<file path="config.mk">
export PLATFORM = sky130hd
export DESIGN_NAME = mdsvs_voice_cell
export DESIGN_NICKNAME = d
export VERILOG_FILES = /design/src/rtl/core/mdsvs_pkg.sv /design/src/rtl/core/mdsvs_voice_cell.sv
export SDC_FILE = /design/constraint.sdc
export NUM_CORES = 2
export LEC_CHECK = 0
export BUFFER_PORTS_ARGS = -buffer_cell sky130_fd_sc_hd__clkbuf_2
export CAP_MARGIN = 20
export CELL_PAD_IN_SITES_DETAIL_PLACEMENT = 0
export CELL_PAD_IN_SITES_GLOBAL_PLACEMENT = 1
export CORE_UTILIZATION = 45
export CTS_CLUSTER_DIAMETER = 200
export DETAILED_ROUTE_END_ITERATION = 12
export PLACE_DENSITY = 0.77
export SETUP_SLACK_MARGIN = 0.4
export SYNTH_ARGS = -nofsm -noshare
export SYNTH_HDL_FRONTEND = slang
export SYNTH_SLANG_ARGS = --single-unit
</file>
<file path="constraint.sdc">
create_clock -name aclk -period 16.3 [get_ports aclk]
set_clock_uncertainty 0.15 [all_clocks]
set_input_delay 0 -clock aclk [delete_from_list [all_inputs] [get_ports aclk]]
set_output_delay 0 -clock aclk [all_outputs]
set_load 0.005 [all_outputs]
</file>
<file path="src/rtl/core/mdsvs_pkg.sv">
// mdsvs_pkg: shared types, opcodes and arithmetic helpers for the decaying-sine voice synth
// used by mdsvs_voice_cell and midi_decaying_sine_voice_synth; no dependencies

package mdsvs_pkg;

    // stream opcodes carried in s_tuser
    localparam logic OPC_TICK = 1'b0;
    localparam logic OPC_MIDI = 1'b1;

    // midi status nibbles and controller numbers
    localparam logic [3:0] NIB_NOTE_OFF   = 4'h8;
    localparam logic [3:0] NIB_NOTE_ON    = 4'h9;
    localparam logic [3:0] NIB_CONTROLLER = 4'hB;
    localparam logic [6:0] CC_ALL_SOUND_OFF = 7'd120;
    localparam logic [6:0] CC_ALL_NOTES_OFF = 7'd123;

    // configuration register indexes
    localparam logic [1:0] REG_HOLD_DECAY    = 2'd0;
    localparam logic [1:0] REG_RELEASE_DECAY = 2'd1;
    localparam logic [1:0] REG_ALL_DECAY     = 2'd2;
    localparam logic [1:0] REG_THRESHOLD     = 2'd3;

    localparam logic [23:0] RST_HOLD_DECAY    = 24'd16776209;
    localparam logic [23:0] RST_RELEASE_DECAY = 24'd16760439;
    localparam logic [23:0] RST_ALL_DECAY     = 24'd16693330;
    localparam logic [23:0] RST_THRESHOLD     = 24'd3355;

    // voice cell operations
    localparam logic [3:0] OP_NONE      = 4'd0;
    localparam logic [3:0] OP_Z2        = 4'd1;
    localparam logic [3:0] OP_P1        = 4'd2;
    localparam logic [3:0] OP_P2        = 4'd3;
    localparam logic [3:0] OP_P3        = 4'd4;
    localparam logic [3:0] OP_S         = 4'd5;
    localparam logic [3:0] OP_MIX       = 4'd6;
    localparam logic [3:0] OP_DECAY     = 4'd7;
    localparam logic [3:0] OP_GATE      = 4'd8;
    localparam logic [3:0] OP_SCAN_LOAD = 4'd9;
    localparam logic [3:0] OP_SHIFT     = 4'd10;
    localparam logic [3:0] OP_START     = 4'd11;
    localparam logic [3:0] OP_RELEASE   = 4'd12;
    localparam logic [3:0] OP_ALL_OFF   = 4'd13;

    // quarter-wave sine polynomial, Q1.30
    localparam logic [31:0] SIN_K4 = 32'd5026995;
    localparam logic [31:0] SIN_C3 = 32'd85569306;
    localparam logic [31:0] SIN_C2 = 32'd693598669;
    localparam logic [31:0] SIN_C1 = 32'd1686629713;

    // signed contribution of one voice and the mix accumulator
    localparam int CONTRIB_W = 42;
    localparam int ACC_W     = 47;

    // top octave phase increments at 32 kHz, Q0.32
    localparam logic [31:0] OCT_TOP [12] = '{
        32'd1123673247, 32'd1190490336, 32'd1261280574, 32'd1336280220,
        32'd1415739577, 32'd1499923833, 32'd1589113944, 32'd1683607578,
        32'd1783720094, 32'd1889785611, 32'd2002158110, 32'd2121212627
    };

    typedef struct packed {
        logic [23:0] hold_decay;
        logic [23:0] release_decay;
        logic [23:0] all_notes_decay;
        logic [23:0] silence_threshold;
    } mdsvs_cfg_t;

    typedef struct packed {
        logic [3:0]  op;
        logic [6:0]  key;
        logic [23:0] amp;
    } mdsvs_cmd_t;

    // phase increment of a key, rounded, for a phase word of pb bits
    function automatic logic [31:0] key_inc(input logic [6:0] key, input int pb);
        logic [3:0]  oct;
        logic [6:0]  semi;
        logic [32:0] v;
        int          s;
        oct = 4'd0;
        for (int i = 1; i <= 10; i++) begin
            if (key >= 7'(12 * i)) begin
                oct = oct + 4'd1;
            end
        end
        semi = key - ((7'(oct) << 3) + (7'(oct) << 2));
        v = {1'b0, OCT_TOP[semi[3:0]]};
        s = (10 - int'(oct)) + (32 - pb);
        if (s == 0) begin
            return v[31:0];
        end
        return 32'((v + (33'd1 << (s - 1))) >> s);
    endfunction

    // floor(vel * 2^22 / 127): vel * 33026 leaves a remainder of 2 * vel
    function automatic logic [23:0] note_amp(input logic [6:0] vel);
        logic [22:0] base;
        logic [7:0]  rem;
        base = 23'(vel) * 23'd33026;
        rem  = {vel, 1'b0};
        if (rem >= 8'd254) begin
            return 24'(base) + 24'd2;
        end else if (rem >= 8'd127) begin
            return 24'(base) + 24'd1;
        end
        return 24'(base);
    endfunction

endpackage

</file>
<file path="src/rtl/core/mdsvs_voice_cell.sv">
// mdsvs_voice_cell: one synth voice with its own time-shared multiplier
// and a link register shifted toward cell 0; depends on mdsvs_pkg

module mdsvs_voice_cell #(
    parameter int PHASE_BITS = 24,
    parameter int TABLE_BITS = 10
) (
    input  logic                                 aclk,
    input  logic                                 aresetn,
    input  mdsvs_pkg::mdsvs_cmd_t                cmd,
    input  mdsvs_pkg::mdsvs_cfg_t                cfg,
    input  logic                                 sel,
    input  logic signed [mdsvs_pkg::CONTRIB_W-1:0] link_in,
    output logic signed [mdsvs_pkg::CONTRIB_W-1:0] link_out,
    output logic                                 active
);
    import mdsvs_pkg::*;

    logic                        active_reg;
    logic [6:0]                  key_reg;
    logic [PHASE_BITS-1:0]       phase_reg;
    logic [23:0]                 amp_reg;
    logic [23:0]                 decay_reg;
    logic [30:0]                 z2_reg;
    logic [30:0]                 p_reg;
    logic [16:0]                 r_reg;
    logic signed [CONTRIB_W-1:0] link_reg;

    logic [TABLE_BITS-1:0]       idx;
    logic [29:0]                 zlow;
    logic [30:0]                 z;
    logic [30:0]                 mul_a;
    logic [30:0]                 mul_b;
    logic [61:0]                 prod;
    logic [31:0]                 shr30;
    logic [32:0]                 s_round;
    logic signed [CONTRIB_W-1:0] mag;
    logic [31:0]                 inc_full;
    logic [PHASE_BITS-1:0]       phase_next;

    // table step of the phase, folded into the first quadrant
    assign idx  = phase_reg[PHASE_BITS-1 -: TABLE_BITS];
    assign zlow = {idx[TABLE_BITS-3:0], {(32-TABLE_BITS){1'b0}}};
    assign z    = idx[TABLE_BITS-2] ? ((31'd1 << 30) - {1'b0, zlow}) : {1'b0, zlow};

    always_comb begin
        unique case (cmd.op) inside
            OP_Z2: begin
                mul_a = z;
                mul_b = z;
            end
            OP_P1: begin
                mul_a = SIN_K4[30:0];
                mul_b = z2_reg;
            end
            OP_P2, OP_P3: begin
                mul_a = p_reg;
                mul_b = z2_reg;
            end
            OP_S: begin
                mul_a = z;
                mul_b = p_reg;
            end
            OP_MIX: begin
                mul_a = 31'(amp_reg);
                mul_b = 31'(r_reg);
            end
            OP_DECAY: begin
                mul_a = 31'(amp_reg);
                mul_b = 31'(decay_reg);
            end
            default: begin
                mul_a = '0;
                mul_b = '0;
            end
        endcase
    end

    assign prod    = 62'(mul_a) * 62'(mul_b);
    assign shr30   = prod[61:30];
    assign s_round = {1'b0, shr30} + 33'd16384;
    assign mag     = signed'({1'b0, prod[CONTRIB_W-2:0]});

    assign inc_full   = key_inc(key_reg, PHASE_BITS);
    assign phase_next = phase_reg + inc_full[PHASE_BITS-1:0];

    always_ff @(posedge aclk) begin
        if (!aresetn) begin
            active_reg <= 1'b0;
        end else begin
            unique case (cmd.op)
                OP_GATE: begin
                    if (active_reg && (amp_reg < cfg.silence_threshold)) begin
                        active_reg <= 1'b0;
                    end
                end
                OP_START: begin
                    if (sel) begin
                        active_reg <= 1'b1;
                    end
                end
                default: begin
                end
            endcase
        end
    end

    always_ff @(posedge aclk) begin
        unique case (cmd.op)
            OP_Z2: z2_reg <= shr30[30:0];
            OP_P1: p_reg  <= 31'(SIN_C3 - shr30);
            OP_P2: p_reg  <= 31'(SIN_C2 - shr30);
            OP_P3: p_reg  <= 31'(SIN_C1 - shr30);
            OP_S:  r_reg  <= s_round[31:15];
            OP_MIX: begin
                if (!active_reg) begin
                    link_reg <= '0;
                end else if (idx[TABLE_BITS-1]) begin
                    link_reg <= -mag;
                end else begin
                    link_reg <= mag;
                end
            end
            OP_DECAY: begin
                if (active_reg) begin
                    amp_reg   <= prod[47:24];
                    phase_reg <= phase_next;
                end
            end
            OP_SCAN_LOAD: begin
                // inactive voices rank below every active one
                link_reg <= active_reg ? CONTRIB_W'({1'b1, amp_reg}) : '0;
            end
            OP_SHIFT: link_reg <= link_in;
            OP_START: begin
                if (sel) begin
                    key_reg   <= cmd.key;
                    phase_reg <= '0;
                    amp_reg   <= cmd.amp;
                    decay_reg <= cfg.hold_decay;
                end
            end
            OP_RELEASE: begin
                if (active_reg && (key_reg == cmd.key)) begin
                    decay_reg <= cfg.release_decay;
                end
            end
            OP_ALL_OFF: decay_reg <= cfg.all_notes_decay;
            default: begin
            end
        endcase
    end

    assign link_out = link_reg;
    assign active   = active_reg;

endmodule

</file>
==> metrics.cfg <==
[floorplanning]
rows=120
core-area_sq_um=107700
start_util_pct=45.69
die-area_sq_um=110600
die_x_um=332.6
die_h_um=332.6
io_pins=219

[pwr]
power.leakage_nw=25.26
powerDensity_nw_per_um2=99.09
ir_drop_mv=0.1173

[critical_path]
worstPathArrival_ns=15.18
worst_ep_required_time_ns=16.42
worst_r2r_startpoint=key_reg[4]
cp-endpoint=phase_reg[22]
startpoint_type=flop
reg2regPathDepth=73
worst-path-max-fanout=8
cpMostUsedCell=ha_1
reg2reg_to=phase_reg[22]
slowest_stage=xnor3_2
crit_type=flop to flop
worst_setup_path_end_kind=flop
cpPeakStageDelay_ns=0.48
crit_start=key_reg[4]
reg2reg_slack_ns=1.24

[yosys]
yosys_warnings=0
yosysTopAreaCell=fa_1
syn_avg_cell_area_sq_um=8.552
synth_edf_count=200
synth_cells=5751
synth-seq-cells=201
synth_area_sq_um=49180
synthArstFlopShare_pct=0
synth_most_common_cell=nand2_1
synth_common_cells=nand2_1, inv_1, fa_1
synthFlopType=edfxtp_1
yosysSeqAreaShare_pct=12.25
synth_nets=7140
synth_top_area_share_pct=34.19
ys_types=98
post_synth_main_area_contributors=fa_1, edfxtp_1, ha_1

[finish]
fin_cells=7406
area_growth_pct=10.95
drive_above_1_share_pct=9.168
largest_reg_flops=42
nets=7369

[sta]
rsz0062_at_grt=false
tightest_slew_ns=1.220
fin_tns_setup_ns=0
drv_slew=0
timing_hold_violations_final=0
setup_viol=0
setup_slack_ns=1.242
max_freq_mhz=66.41
post-route-min-period_ns=15.06
fin_crit_sh_pct=92.38
max_slew_margin_pct=18.66

[detailed_routing]
routedWlPerCell_um=23.27
via_count=42580
routed_wirelength_um=172300
dr.pass1.iters=8
drcViolationCount=0
vias_per_cell=5.750
final_antenna_net_count=0
drt_iter0_drc=4077

[place]
place_hpwl_um=140200
placed_cells=7221
dp_worst_setup_slack_ns=0.5738
port-buffer-count=218
gp_congestion=0.9961

[grt]
grt_util_all_layers_pct=31.44
grt_pass1_vias=43160
grt_max_degree=65
antenna_found_initial=9
grt-ovfl-total=0
grt_pass1_wl_um=265300

[clock_tree]
cts.sinks=201
root_buffer=clkbuf_16
numCtsBuffers=26
clockBufferDepth=3
cts_tree=yes
htreeDepth=1
clk_pin_slew_ns=0.06
clock_latency_ns=0.58

[run]
drv_cap=0

[outcome]
status=finished clean

[min_path]
hold_class=input port to flop

[metrics by stage]
| stage | power [mW] | area, sq um | hold slack, ns | utilization [%] |
|---|---|---|---|---|
| global placement | 4.650 | 52140 | 0.05935 | 48.43 |
| global route | 5.784 | 54560 | 0.05207 | 50.69 |
| detailed placement | 4.646 | 52170 | 0.05746 | 48.46 |
| finish | 5.408 | 54570 | 0.06596 | 50.69 |
| floorplan | 3.387 | 49180 | -0.05113 | - |
| CTS | 5.325 | 54340 | 0.04716 | 50.48 |
[layer usage]
layer	routed length, um	part of all wire, %	GRT usage [%]	up-vias
met3	13390	7.8	4.110	333
met2	81160	47	51.54	1808
li1	-	-	-	18900
met1	70840	41	42.69	21540
met5	20	0.012	0	-
met4	6910	4.0	10.95	2
[worst min path at each step]
stage            endpoint     from  depth (start not counted)  slack (ns)
2_1_floorplan  key_reg[0]  cmd[24]                          0       -0.05
3_3_place_gp   key_reg[1]  cmd[25]                          1        0.06
3_5_place_dp   key_reg[2]  cmd[26]                          1        0.06
4_1_cts        key_reg[4]  cmd[28]                          2        0.05
5_1_grt        key_reg[4]  cmd[28]                          2        0.05
6_report       key_reg[4]  cmd[28]                          2        0.07
[cell families (layout without fill, tap and decap cells)]
group,count (synthesis),after routing,synth area share [%]
AO/OA/AOI/OAI,909,909,12.50
XOR/XNOR,220,220,4.012
adder cells (fa/ha/maj),1213,1213,43.68
buffers and inverters,1316,1564,10.10
flip-flops,201,201,12.25
multiplexers,75,75,1.580
other,0,4,0
AND/OR/NAND/NOR,1817,1817,15.88
[where the power goes]
part	internal, mW	switching (mW)	total [mW]
registers	0.725	0.0387	0.763
clock network	0.373	0.251	0.624
logic	1.43	2.59	4.02
total	2.53	2.88	5.41
[critical path: cells and delay by family, from the launching register on]
kind | cells | cell delay [ns]
AO/OA/AOI/OAI | 35 | 6.39
adder cells (fa/ha/maj) | 11 | 3.48
AND/OR/NAND/NOR | 17 | 2.43
XOR/XNOR | 3 | 0.89
multiplexers | 3 | 0.69
flip-flops | 1 | 0.46
buffers and inverters | 4 | 0.29
[final cells by class]
type	count	area [sq um]
Antenna cell	4	10.01
Clock buffer	29	661.9
Clock inverter	18	249.0
Fill cell	10340	53080
Inverter	1012	3801
Multi-Input combinational cell	4234	38450
Sequential cell	201	6026
Tap cell	1403	1755
Timing Repair Buffer	505	3622
[repair_timing]
action	CTS	global route
hold endpoints to repair	105	0
endpoints found under the setup margin	0	8
buffers inserted	0	6
resized for setup	0	24
hold buffers	126	0
[placed cells by master, fill, tap and decap left out, types with 126 or more instances in the layout]
master / count
nand2_1: 1049
inv_1: 1004
fa_1: 840
ha_1: 372
nor2_1: 306
clkbuf_2: 218
edfxtp_1: 200
o21ai_0: 192
a21oi_1: 190
buf_4: 156
xnor2_1: 137
dlygate4sd3_1: 126
Note: power is estimated with default switching activity, not from simulation.
